==> config.mk <==
export PLATFORM = sky130hd
export DESIGN_NAME = sm3_hash_engine_top
export DESIGN_NICKNAME = d
export VERILOG_FILES = /design/src/sv/sm3_pkg.sv /design/src/sv/sm3_wmem.sv /design/src/sv/sm3_hash_engine_top.sv
export SDC_FILE = /design/constraint.sdc
export NUM_CORES = 2
export LEC_CHECK = 0
export ABC_AREA = 1
export BUFFER_PORTS_ARGS = -buffer_cell sky130_fd_sc_hd__buf_2
export CAP_MARGIN = 30
export CORE_MARGIN = 1
export CORE_UTILIZATION = 42
export CTS_CLUSTER_SIZE = 30
export DETAILED_ROUTE_END_ITERATION = 10
export GPL_TIMING_DRIVEN = 1
export SYNTH_ARGS = -nofsm -noshare
export SYNTH_HDL_FRONTEND = slang
export SYNTH_SLANG_ARGS = --single-unit
==> constraint.sdc <==
create_clock -name clk -period 15.7 [get_ports clk]
set_clock_uncertainty 0.05 [all_clocks]
set_input_delay 1.57 -clock clk [delete_from_list [all_inputs] [get_ports clk]]
set_output_delay 1.57 -clock clk [all_outputs]
set_load 0.01 [all_outputs]
==> src/sv/sm3_pkg.sv <==
// sm3 shared constants, types and round functions
`default_nettype none
package sm3_pkg;
  localparam logic [31:0] T_LOW  = 32'h79CC4519;
  localparam logic [31:0] T_HIGH = 32'h7A879D8A;
  localparam logic [7:0]  PAD_BYTE = 8'h80;
  localparam logic [31:0] IV [8] = '{32'h7380166F, 32'h4914B2B9, 32'h172442D7, 32'hDA8A0600,
                                     32'hA96F30BC, 32'h163138AA, 32'hE38DEE4D, 32'hB0FB0E4E};

  typedef logic [31:0] word_t;

  typedef struct packed {
    logic       we;
    logic [3:0] waddr;
    word_t      wdata;
    logic [3:0] raddr;
  } wmem_req_t;

  function automatic word_t rotl(input word_t x, input logic [4:0] n);
    logic [63:0] d;
    d = {x, x} << n;
    return d[63:32];
  endfunction

  function automatic word_t p0(input word_t x);
    return x ^ rotl(x, 5'd9) ^ rotl(x, 5'd17);
  endfunction

  function automatic word_t p1(input word_t x);
    return x ^ rotl(x, 5'd15) ^ rotl(x, 5'd23);
  endfunction
endpackage
`default_nettype wire

==> src/sv/sm3_wmem.sv <==
// sm3 sixteen-entry message word memory, one write and one registered read
`default_nettype none
module sm3_wmem
  import sm3_pkg::*;
(
  input  wire logic      clk,
  input  wire wmem_req_t req,
  output word_t          rdata
);
  word_t mem [16];
  word_t rdata_r;
  always_ff @(posedge clk) begin
    if (req.we) mem[req.waddr] <= req.wdata;
    rdata_r <= mem[req.raddr];
  end
  assign rdata = rdata_r;
endmodule
`default_nettype wire

==> src/sv/sm3_hash_engine_top.sv <==
// sm3 hash engine top level: word packing, padding and a one-round-per-cycle compressor
// a word that fills a block stalls input while the window loads and the compressor runs its rounds
// throughput: one word per cycle inside a block; input then stalls until that block is compressed
// a last word writes one padding word per cycle, one or two compressions, eight digest transfers
// synchronous active-low reset loads the initial vector and clears the length and counters
`default_nettype none
module sm3_hash_engine_top
  import sm3_pkg::*;
(
  input  wire logic        clk,
  input  wire logic        rst_n,
  input  wire logic        in_tvalid,
  output logic             in_tready,
  input  wire logic [39:0] in_tdata,  // message_word[31:0], valid_bytes[34:32], zeros
  input  wire logic        in_tlast,
  output logic             out_tvalid,
  input  wire logic        out_tready,
  output logic [31:0]      out_tdata, // digest_word[31:0]
  output logic             out_tlast
);
  localparam logic [2:0] S_IN = 3'd0, S_PAD = 3'd1, S_LOAD = 3'd2, S_RUN = 3'd3,
                         S_OUT = 3'd4;

  logic [2:0]  st_r, st_nxt;
  logic [3:0]  pos_r, pos_nxt;
  logic [63:0] len_r, len_nxt;
  logic [5:0]  rnd_r, rnd_nxt;
  logic        fin_r, fin_nxt;     // message end seen, padding in progress
  logic        pend_r, pend_nxt;   // pad word still to be written
  logic        skip_r, skip_nxt;   // no room for the length in this block
  logic        lst_r, lst_nxt;     // length written, final block queued
  logic [2:0]  oidx_r, oidx_nxt;
  word_t       cv_r [8];
  word_t       wr_r [8];
  word_t       win_r [16];         // sliding window of expanded words
  wmem_req_t   req;
  word_t       rdata;
  word_t       in_word;
  logic [2:0]  nb;
  logic        acc, out_acc, run_end, out_end;
  word_t       short_pad, pad_word;
  logic [5:0]  j;
  word_t       wj, w4, a, b, c, d, e, f, g, h, ff, gg, a12, ss1, ss2, tt1, tt2, tj, wnew;
  logic        wr_word;
  word_t       wr_data;

  sm3_wmem u_wmem (.clk(clk), .req(req), .rdata(rdata));

  assign in_word = in_tdata[31:0];
  assign nb = (in_tdata[34:32] > 3'd4) ? 3'd4 : in_tdata[34:32];
  assign acc = in_tvalid && in_tready;
  assign out_acc = out_tvalid && out_tready;
  assign in_tready = (st_r == S_IN);
  assign out_tvalid = (st_r == S_OUT);
  assign out_tdata = cv_r[oidx_r];
  assign out_tlast = (oidx_r == 3'd7);
  assign run_end = (st_r == S_RUN) && (rnd_r == 6'd63);
  assign out_end = (st_r == S_OUT) && out_acc && (oidx_r == 3'd7);

  // padding word derived from a short final word
  always_comb begin
    case (nb)
      3'd0: short_pad = 32'h80000000;
      3'd1: short_pad = {in_word[31:24], PAD_BYTE, 16'h0};
      3'd2: short_pad = {in_word[31:16], PAD_BYTE, 8'h0};
      default: short_pad = {in_word[31:8], PAD_BYTE};
    endcase
  end

  // padding stream word for current position
  always_comb begin
    if (pend_r) pad_word = {PAD_BYTE, 24'h0};
    else if (skip_r) pad_word = '0;
    else if (pos_r == 4'd14) pad_word = len_r[63:32];
    else if (pos_r == 4'd15) pad_word = len_r[31:0];
    else pad_word = '0;
  end

  // round datapath
  assign j = rnd_r;
  assign wj = win_r[0];
  assign w4 = win_r[4];
  assign wnew = p1(win_r[0] ^ win_r[7] ^ rotl(win_r[13], 5'd15)) ^ rotl(win_r[3], 5'd7)
                ^ win_r[10];
  always_comb begin
    a = wr_r[0]; b = wr_r[1]; c = wr_r[2]; d = wr_r[3];
    e = wr_r[4]; f = wr_r[5]; g = wr_r[6]; h = wr_r[7];
    if (j < 6'd16) begin
      tj = T_LOW; ff = a ^ b ^ c; gg = e ^ f ^ g;
    end else begin
      tj = T_HIGH; ff = (a & b) | (a & c) | (b & c); gg = (e & f) | (~e & g);
    end
    a12 = rotl(a, 5'd12);
    ss1 = rotl(a12 + e + rotl(tj, j[4:0]), 5'd7);
    ss2 = ss1 ^ a12;
    tt1 = ff + d + ss2 + (wj ^ w4);
    tt2 = gg + h + ss1 + wj;
  end

  always_comb begin
    st_nxt = st_r; pos_nxt = pos_r; len_nxt = len_r; rnd_nxt = rnd_r;
    fin_nxt = fin_r; pend_nxt = pend_r; skip_nxt = skip_r; lst_nxt = lst_r;
    oidx_nxt = oidx_r;
    wr_word = 1'b0; wr_data = '0;
    case (st_r)
      S_IN: begin
        if (acc) begin
          wr_word = 1'b1;
          if (!in_tlast) begin
            wr_data = in_word; len_nxt = len_r + 64'd32;
          end else begin
            len_nxt = len_r + {58'd0, nb, 3'd0};
            fin_nxt = 1'b1;
            st_nxt = S_PAD;
            if (nb == 3'd4) begin
              wr_data = in_word; pend_nxt = 1'b1;
            end else begin
              wr_data = short_pad; skip_nxt = (pos_r == 4'd14);
            end
          end
        end
      end
      S_PAD: begin
        wr_word = 1'b1; wr_data = pad_word;
        if (pend_r) begin
          pend_nxt = 1'b0; skip_nxt = (pos_r == 4'd14);
        end else if (skip_r) begin
          if (pos_r == 4'd15) skip_nxt = 1'b0;
        end else if (pos_r == 4'd15) begin
          lst_nxt = 1'b1;
        end
      end
      S_LOAD: begin
        rnd_nxt = rnd_r + 6'd1;
        if (rnd_r == 6'd16) begin
          st_nxt = S_RUN; rnd_nxt = '0;
        end
      end
      S_RUN: begin
        rnd_nxt = rnd_r + 6'd1;
        if (rnd_r == 6'd63) st_nxt = lst_r ? S_OUT : (fin_r ? S_PAD : S_IN);
      end
      S_OUT: begin
        if (out_acc) begin
          oidx_nxt = oidx_r + 3'd1;
          if (oidx_r == 3'd7) begin
            st_nxt = S_IN; fin_nxt = 1'b0; lst_nxt = 1'b0; len_nxt = '0;
          end
        end
      end
      default: st_nxt = S_IN;
    endcase
    if (wr_word) begin
      pos_nxt = pos_r + 4'd1;
      if (pos_r == 4'd15) st_nxt = S_LOAD;
    end
  end

  // memory requests: write the current word at its position, and fetch words 0..15 into the window during load
  always_comb begin
    req.we = wr_word; req.waddr = pos_r; req.wdata = wr_data;
    req.raddr = rnd_r[3:0];
  end

  always_ff @(posedge clk) begin
    if (!rst_n) begin
      st_r <= S_IN; pos_r <= '0; len_r <= '0; rnd_r <= '0;
      fin_r <= 1'b0; pend_r <= 1'b0; skip_r <= 1'b0; lst_r <= 1'b0; oidx_r <= '0;
      for (int i = 0; i < 8; i++) cv_r[i] <= IV[i];
    end else begin
      st_r <= st_nxt; pos_r <= pos_nxt; len_r <= len_nxt; rnd_r <= rnd_nxt;
      fin_r <= fin_nxt; pend_r <= pend_nxt; skip_r <= skip_nxt; lst_r <= lst_nxt;
      oidx_r <= oidx_nxt;
      if (run_end) begin
        cv_r[0] <= cv_r[0] ^ tt1;
        cv_r[1] <= cv_r[1] ^ a;
        cv_r[2] <= cv_r[2] ^ rotl(b, 5'd9);
        cv_r[3] <= cv_r[3] ^ c;
        cv_r[4] <= cv_r[4] ^ p0(tt2);
        cv_r[5] <= cv_r[5] ^ e;
        cv_r[6] <= cv_r[6] ^ rotl(f, 5'd19);
        cv_r[7] <= cv_r[7] ^ g;
      end else if (out_end) begin
        for (int i = 0; i < 8; i++) cv_r[i] <= IV[i];
      end
    end
  end

  always_ff @(posedge clk) begin
    if (st_r == S_LOAD) begin
      if (rnd_r != 6'd0) begin
        for (int i = 0; i < 15; i++) win_r[i] <= win_r[i + 1];
        win_r[15] <= rdata;
      end
      for (int i = 0; i < 8; i++) wr_r[i] <= cv_r[i];
    end else if (st_r == S_RUN) begin
      for (int i = 0; i < 15; i++) win_r[i] <= win_r[i + 1];
      win_r[15] <= wnew;
      wr_r[0] <= tt1; wr_r[1] <= a; wr_r[2] <= rotl(b, 5'd9); wr_r[3] <= c;
      wr_r[4] <= p0(tt2); wr_r[5] <= e; wr_r[6] <= rotl(f, 5'd19); wr_r[7] <= g;
    end
  end
endmodule
`default_nettype wire

### Yosys cells after proc, flatten, opt, wreduce, memory -nomap -nowiden

Memories as Yosys holds them, arrays and structs flattened. A register that Yosys moved wholly into a read port is not among the register bits.
Cells that the tools add are included.

* bits in registers: 84
* ROM bits: 0
* memories kept: 4
* memory bits (writable): 1536
* output and inout bits: 35
* bits in latches: 0

* multipliers: 0
* shifts and indexed selects: 1
* add/subtract/negate cells: 13
* equal/unequal tests: 21
* bitwise gates (word level): 71
* div/mod/pow operators: 0
* order comparisons: 2
* reduce and logical (&&, ||, !) cells: 18
* mux-type cells: 113

Memory list
* u_wmem.mem: depth 16, width 32, read ports 1, clocked after memory_dff 1, write ports 1, line sm3_wmem.sv:10 `word_t mem [16];`
* win_r: depth 16, width 32, read ports 16, clocked after memory_dff 0, write ports 16, line sm3_hash_engine_top.sv:35 `word_t win_r [16];`
* cv_r: depth 8, width 32, read ports 9, clocked after memory_dff 1, write ports 8, line sm3_hash_engine_top.sv:33 `word_t cv_r [8];`
* wr_r: depth 8, width 32, read ports 8, clocked after memory_dff 0, write ports 8, line sm3_hash_engine_top.sv:34 `word_t wr_r [8];`

Operator list (number)
* $mux 32: 49
* $xor 32x32->32: 22
* $add 32x32->32: 8
* $mux 64: 4
* $and 32x32->32: 5
* $pmux 64 s2: 1
* $or 32x32->32: 3
* $pmux 32 s3: 1
* $add 64x6->64: 1
* $add 64x6->64 const B: 1
* $pmux 32 s2: 1
* $shl 64x5->64: 1
* $or 1x1->1: 40
* $mux 1: 36
* $mux 3: 12
* $not 32->32: 1
* $mux 26: 1
* $pmux 3 s5: 1
* $pmux 6 s2: 1
* $reduce_and 4->1: 3
* $ne 2x1->1 const B: 5
* $pmux 1 s2: 5
* $eq 3x2->1 const B: 3
* $eq 3x3->1 const B: 3
* 18 further kinds: 31

### Longest topological paths before layout

An unclocked memory read counts as a cell.

* depth after elaboration: 13
* depth in mapped cells: 52

### By module

Synthesis repeated with hierarchy kept, for this count alone.

* cells, all modules: 8475
* area total of the unflattened synthesis: 82873.2 um^2

By module, submodules not included
* sm3_hash_engine_top: area each 60142.7 um^2, cells an instance 6355, instances 1
* sm3_wmem: area each 22730.6 um^2, cells an instance 2120, instances 1

### Least setup slack after synthesis

No wires, ideal clock.

* kind: flip-flop to flip-flop
* start: register rnd_r[0], in the netlist j[0]
* end: memory win_r[0][0] (netlist name), enable pin
* library setup time: 3.633 ns
* required time: 12.017 ns
* period minus slack after synthesis: 13.308 ns
* cell stages (with the launch flop): 8
* buffers on the path: 2
* slack: 2.392 ns
* arrival time: 9.624 ns
* cell sequence: dfxtp_1 > buf_2 > inv_1 > ha_1 > nand4_1 > nand2_1 > clkbuf_1 > nand2_1

RTL lines
* start: declaration: line sm3_hash_engine_top.sv:27 `logic [5:0] rnd_r, rnd_nxt;`
* start signal: assignment: line sm3_hash_engine_top.sv:171 `st_r <= st_nxt; pos_r <= pos_nxt; len_r <= len_nxt; rnd_r <= rnd_nxt;`
* end: declaration: line sm3_hash_engine_top.sv:35

==> impl_metrics.tcl <==
set metrics [dict create \
    core-area_um2 188000 \
    synth_edf_count 1408 \
    hold_path.class "flop to flop" \
    rr_worst_depth 40 \
    seq_area_frac_synth 0.592 \
    start_util 0.424 \
    drt.antenna.violating_nets 0 \
    slew_viol_final 0 \
    fillers 17200 \
    crit_slowest_cell "o21ai_0" \
    hold_viol_final 0 \
    status "complete, but fails checks" \
    ctsHoldBuffers 0 \
    period_needed_ns 10.19 \
    wire_per_inst_um 24.7 \
    grt_pass1_wl_um 366000 \
    ioPinCount 80 \
    cts_buffer_depth 3 \
    arrival_ns 10.71 \
    regArea_um2 47200 \
    grt_pass1_vias 53300 \
    cp_max_fo 34 \
    clk_latency_ns 0.83 \
    antenna_found_initial 5 \
    synth_ff_type "edfxtp_1" \
    synth_cells 7603 \
    worstPathRequired_ns 16.22 \
    clockRootBuffer "clkbuf_16" \
    core.rowCount 159 \
    fin_nets 8021 \
    netlist.area_leader.share 0.531 \
    routabilityCongestion 1.01 \
    layout_commonest_cell "nand2_1" \
    drive_gt1_frac 0.0709 \
    synth_cell_types 58 \
    synthToLayoutAreaGrowth_pct 12.0 \
    fin_crit_sh 0.649 \
    maxCapViolations 0 \
    startpoint_type "flop" \
    rsz0062_at_grt "false" \
    first_iter_violations 6603 \
    ir_drop_mv 0.0865 \
    final_cell_mix "nand2_1, edfxtp_1, inv_1, o21ai_0, nand3_1" \
    violations "DRC" \
    grt_overflow_total 0 \
    synth_area_leaders "edfxtp_1, nand2_1, dfxtp_1, fa_1, o21ai_0" \
    die_w_um 437 \
    fmax_ghz 0.0981 \
    drc 8 \
    ys_async_sr_fraction 0 \
    cts_tree "yes" \
    drt_wl_total_um 255000 \
    finalSetupViolations 0 \
    die_area_um2 191000 \
    cts.clk_slew.worst_paths_ns 0.06 \
    cp-end-kind "flop" \
    synth_seq_cells 1652 \
    final_area_um2 89200 \
    cp_common_cell "nand2_1" \
    syn-mean-instance-area_um2 10.5 \
    grt_max_degree 204 \
    cts_buffers 169 \
    grt_util_all_layers 0.263 \
    cts_max_level 4 \
    critPathKind "flop to flop" \
    leakagePower_nw 33.3 \
    fp.dieH_um 437 \
    fin_setup_tns_ns 0 \
    hpwl_um 179000 \
    placed_cell_area_um2 83200 \
    vias_per_cell 5.51 \
    slew_headroom 0.244 \
    synth.largest_area_cell "edfxtp_1" \
    tightestPinTransition_ns 1.13 \
    port-buffer-count 74 \
    post-cts-setup-buffers 0 \
    power_density_nw_per_um2 105 \
    yosys_warnings 0 \
    timing.critical_path.slowest_cell_delay_ns 0.78 \
    syn_nets 7945 \
    syn-cell-area_um2 79600 \
    firstDrtPassIters 11 \
    clock-sinks 1652 \
    cts_resized 0 \
    multi_input_area_um2 28600 \
    worst_hold_path.num_cells 0 \
    vias 56800 \
]
## per-stage QoR
| step | std cells | total power [mW] | util | hold WS, ns | setup WS (ns) |
|---|---|---|---|---|---|
| after global routing | 10300 | 9.57 | 0.474 | 0.345 | 5.03 |
| final | 10300 | 9.33 | 0.474 | 0.345 | 5.51 |
| after global placement | 9985 | 5.15 | 0.442 | 0.350 | 5.68 |
| after floorplan | 7603 | 5.04 | - | 0.350 | 2.39 |
| after CTS | 10300 | 9.39 | 0.474 | 0.339 | 5.65 |
| after detailed placement | 10000 | 5.16 | 0.443 | 0.355 | 5.67 |
## state kept, by name, indices dropped and copies added (netlist names), 4 cells and up, named ones only
name and flops:
u_wmem.mem 512, win_r 512, cv_r 256, wr_r 256
len_r 61, u_wmem.rdata 32, j 6, pos_r 4
## power breakdown
part | leakage, nW | switching [mW] | total, mW | internal, mW
logic | 15.5 | 0.172 | 0.238 | 0.0659
clock network | 2.85 | 1.79 | 4.26 | 2.47
registers | 14.9 | 0.0342 | 4.83 | 4.79
## synth_stat cells (all sizes together), types with 2 or more instances
library cell	number
a2111oi	2
a211oi	9
a21boi	3
a21o	11
a21oi	381
a22oi	190
a311oi	2
a31oi	69
a32o	2
and2	3
and3	3
buf	52
clkbuf	238
clkinv	5
dfxtp	244
edfxtp	1408
fa	189
ha	108
inv	772
mux2i	4
nand2	1608
nand3	455
nand3b	8
nand4	82
nor2	414
nor3	70
nor4	25
o211ai	7
o21a	16
o21ai	733
o21bai	17
o221a	2
o221ai	16
o22ai	2
o31ai	4
or2	19
xnor2	154
xnor3	4
xor2	269
## area by class of cell
cell class	count	share of cell area
clock buffer	218	0.0511
antenna	4	0.000112
timing repair buffer	195	0.0157
inverter	777	0.0329
multi-input combinational	4884	0.321
tap	2495	0.0350
sequential	1652	0.529
clock inverter	99	0.0152
## layer usage
metal / vias to the layer above / GRT usage / wire (µm)
li1: 26300 / - / -
met1: 27700 / 0.358 / 106000
met2: 2395 / 0.409 / 116000
met3: 414 / 0.0450 / 20200
met4: 2 / 0.122 / 12700
met5: - / 0 / 16
## critical path, delay by kind of cell, from the launching register on
family | cells | cell delay, ns
XOR/XNOR | 3 | 1.10
AND/OR/NAND/NOR | 16 | 2.41
adder cells (fa/ha/maj) | 6 | 2.50
buffers and inverters | 8 | 1.53
flip-flops | 1 | 0.29
AO/OA/AOI/OAI | 7 | 2.06
## logic make-up (layout without fill, tap and decap cells)
| group | Yosys count | in the layout | share of synthesized area |
|---|---|---|---|
| XOR/XNOR | 427 | 427 | 0.0476 |
| AND/OR/NAND/NOR | 2687 | 2687 | 0.141 |
| flip-flops | 1652 | 1652 | 0.592 |
| buffers and inverters | 1067 | 1289 | 0.0508 |
| multiplexers | 4 | 4 | 0.000503 |
| other | 0 | 4 | 0 |
| AO/OA/AOI/OAI | 1469 | 1469 | 0.103 |
| adder cells (fa/ha/maj) | 297 | 297 | 0.0645 |
## worst paths after layout
kind            startpoint  slack [ns]             to
max                   j[4]        5.51    cv_r[0][31]
max reg2reg           j[4]        5.51    cv_r[0][31]
min reg2reg  win_r[0][195]        0.34  win_r[0][163]
min          win_r[0][195]        0.34  win_r[0][163]
Power figures use the tool's default switching activity.
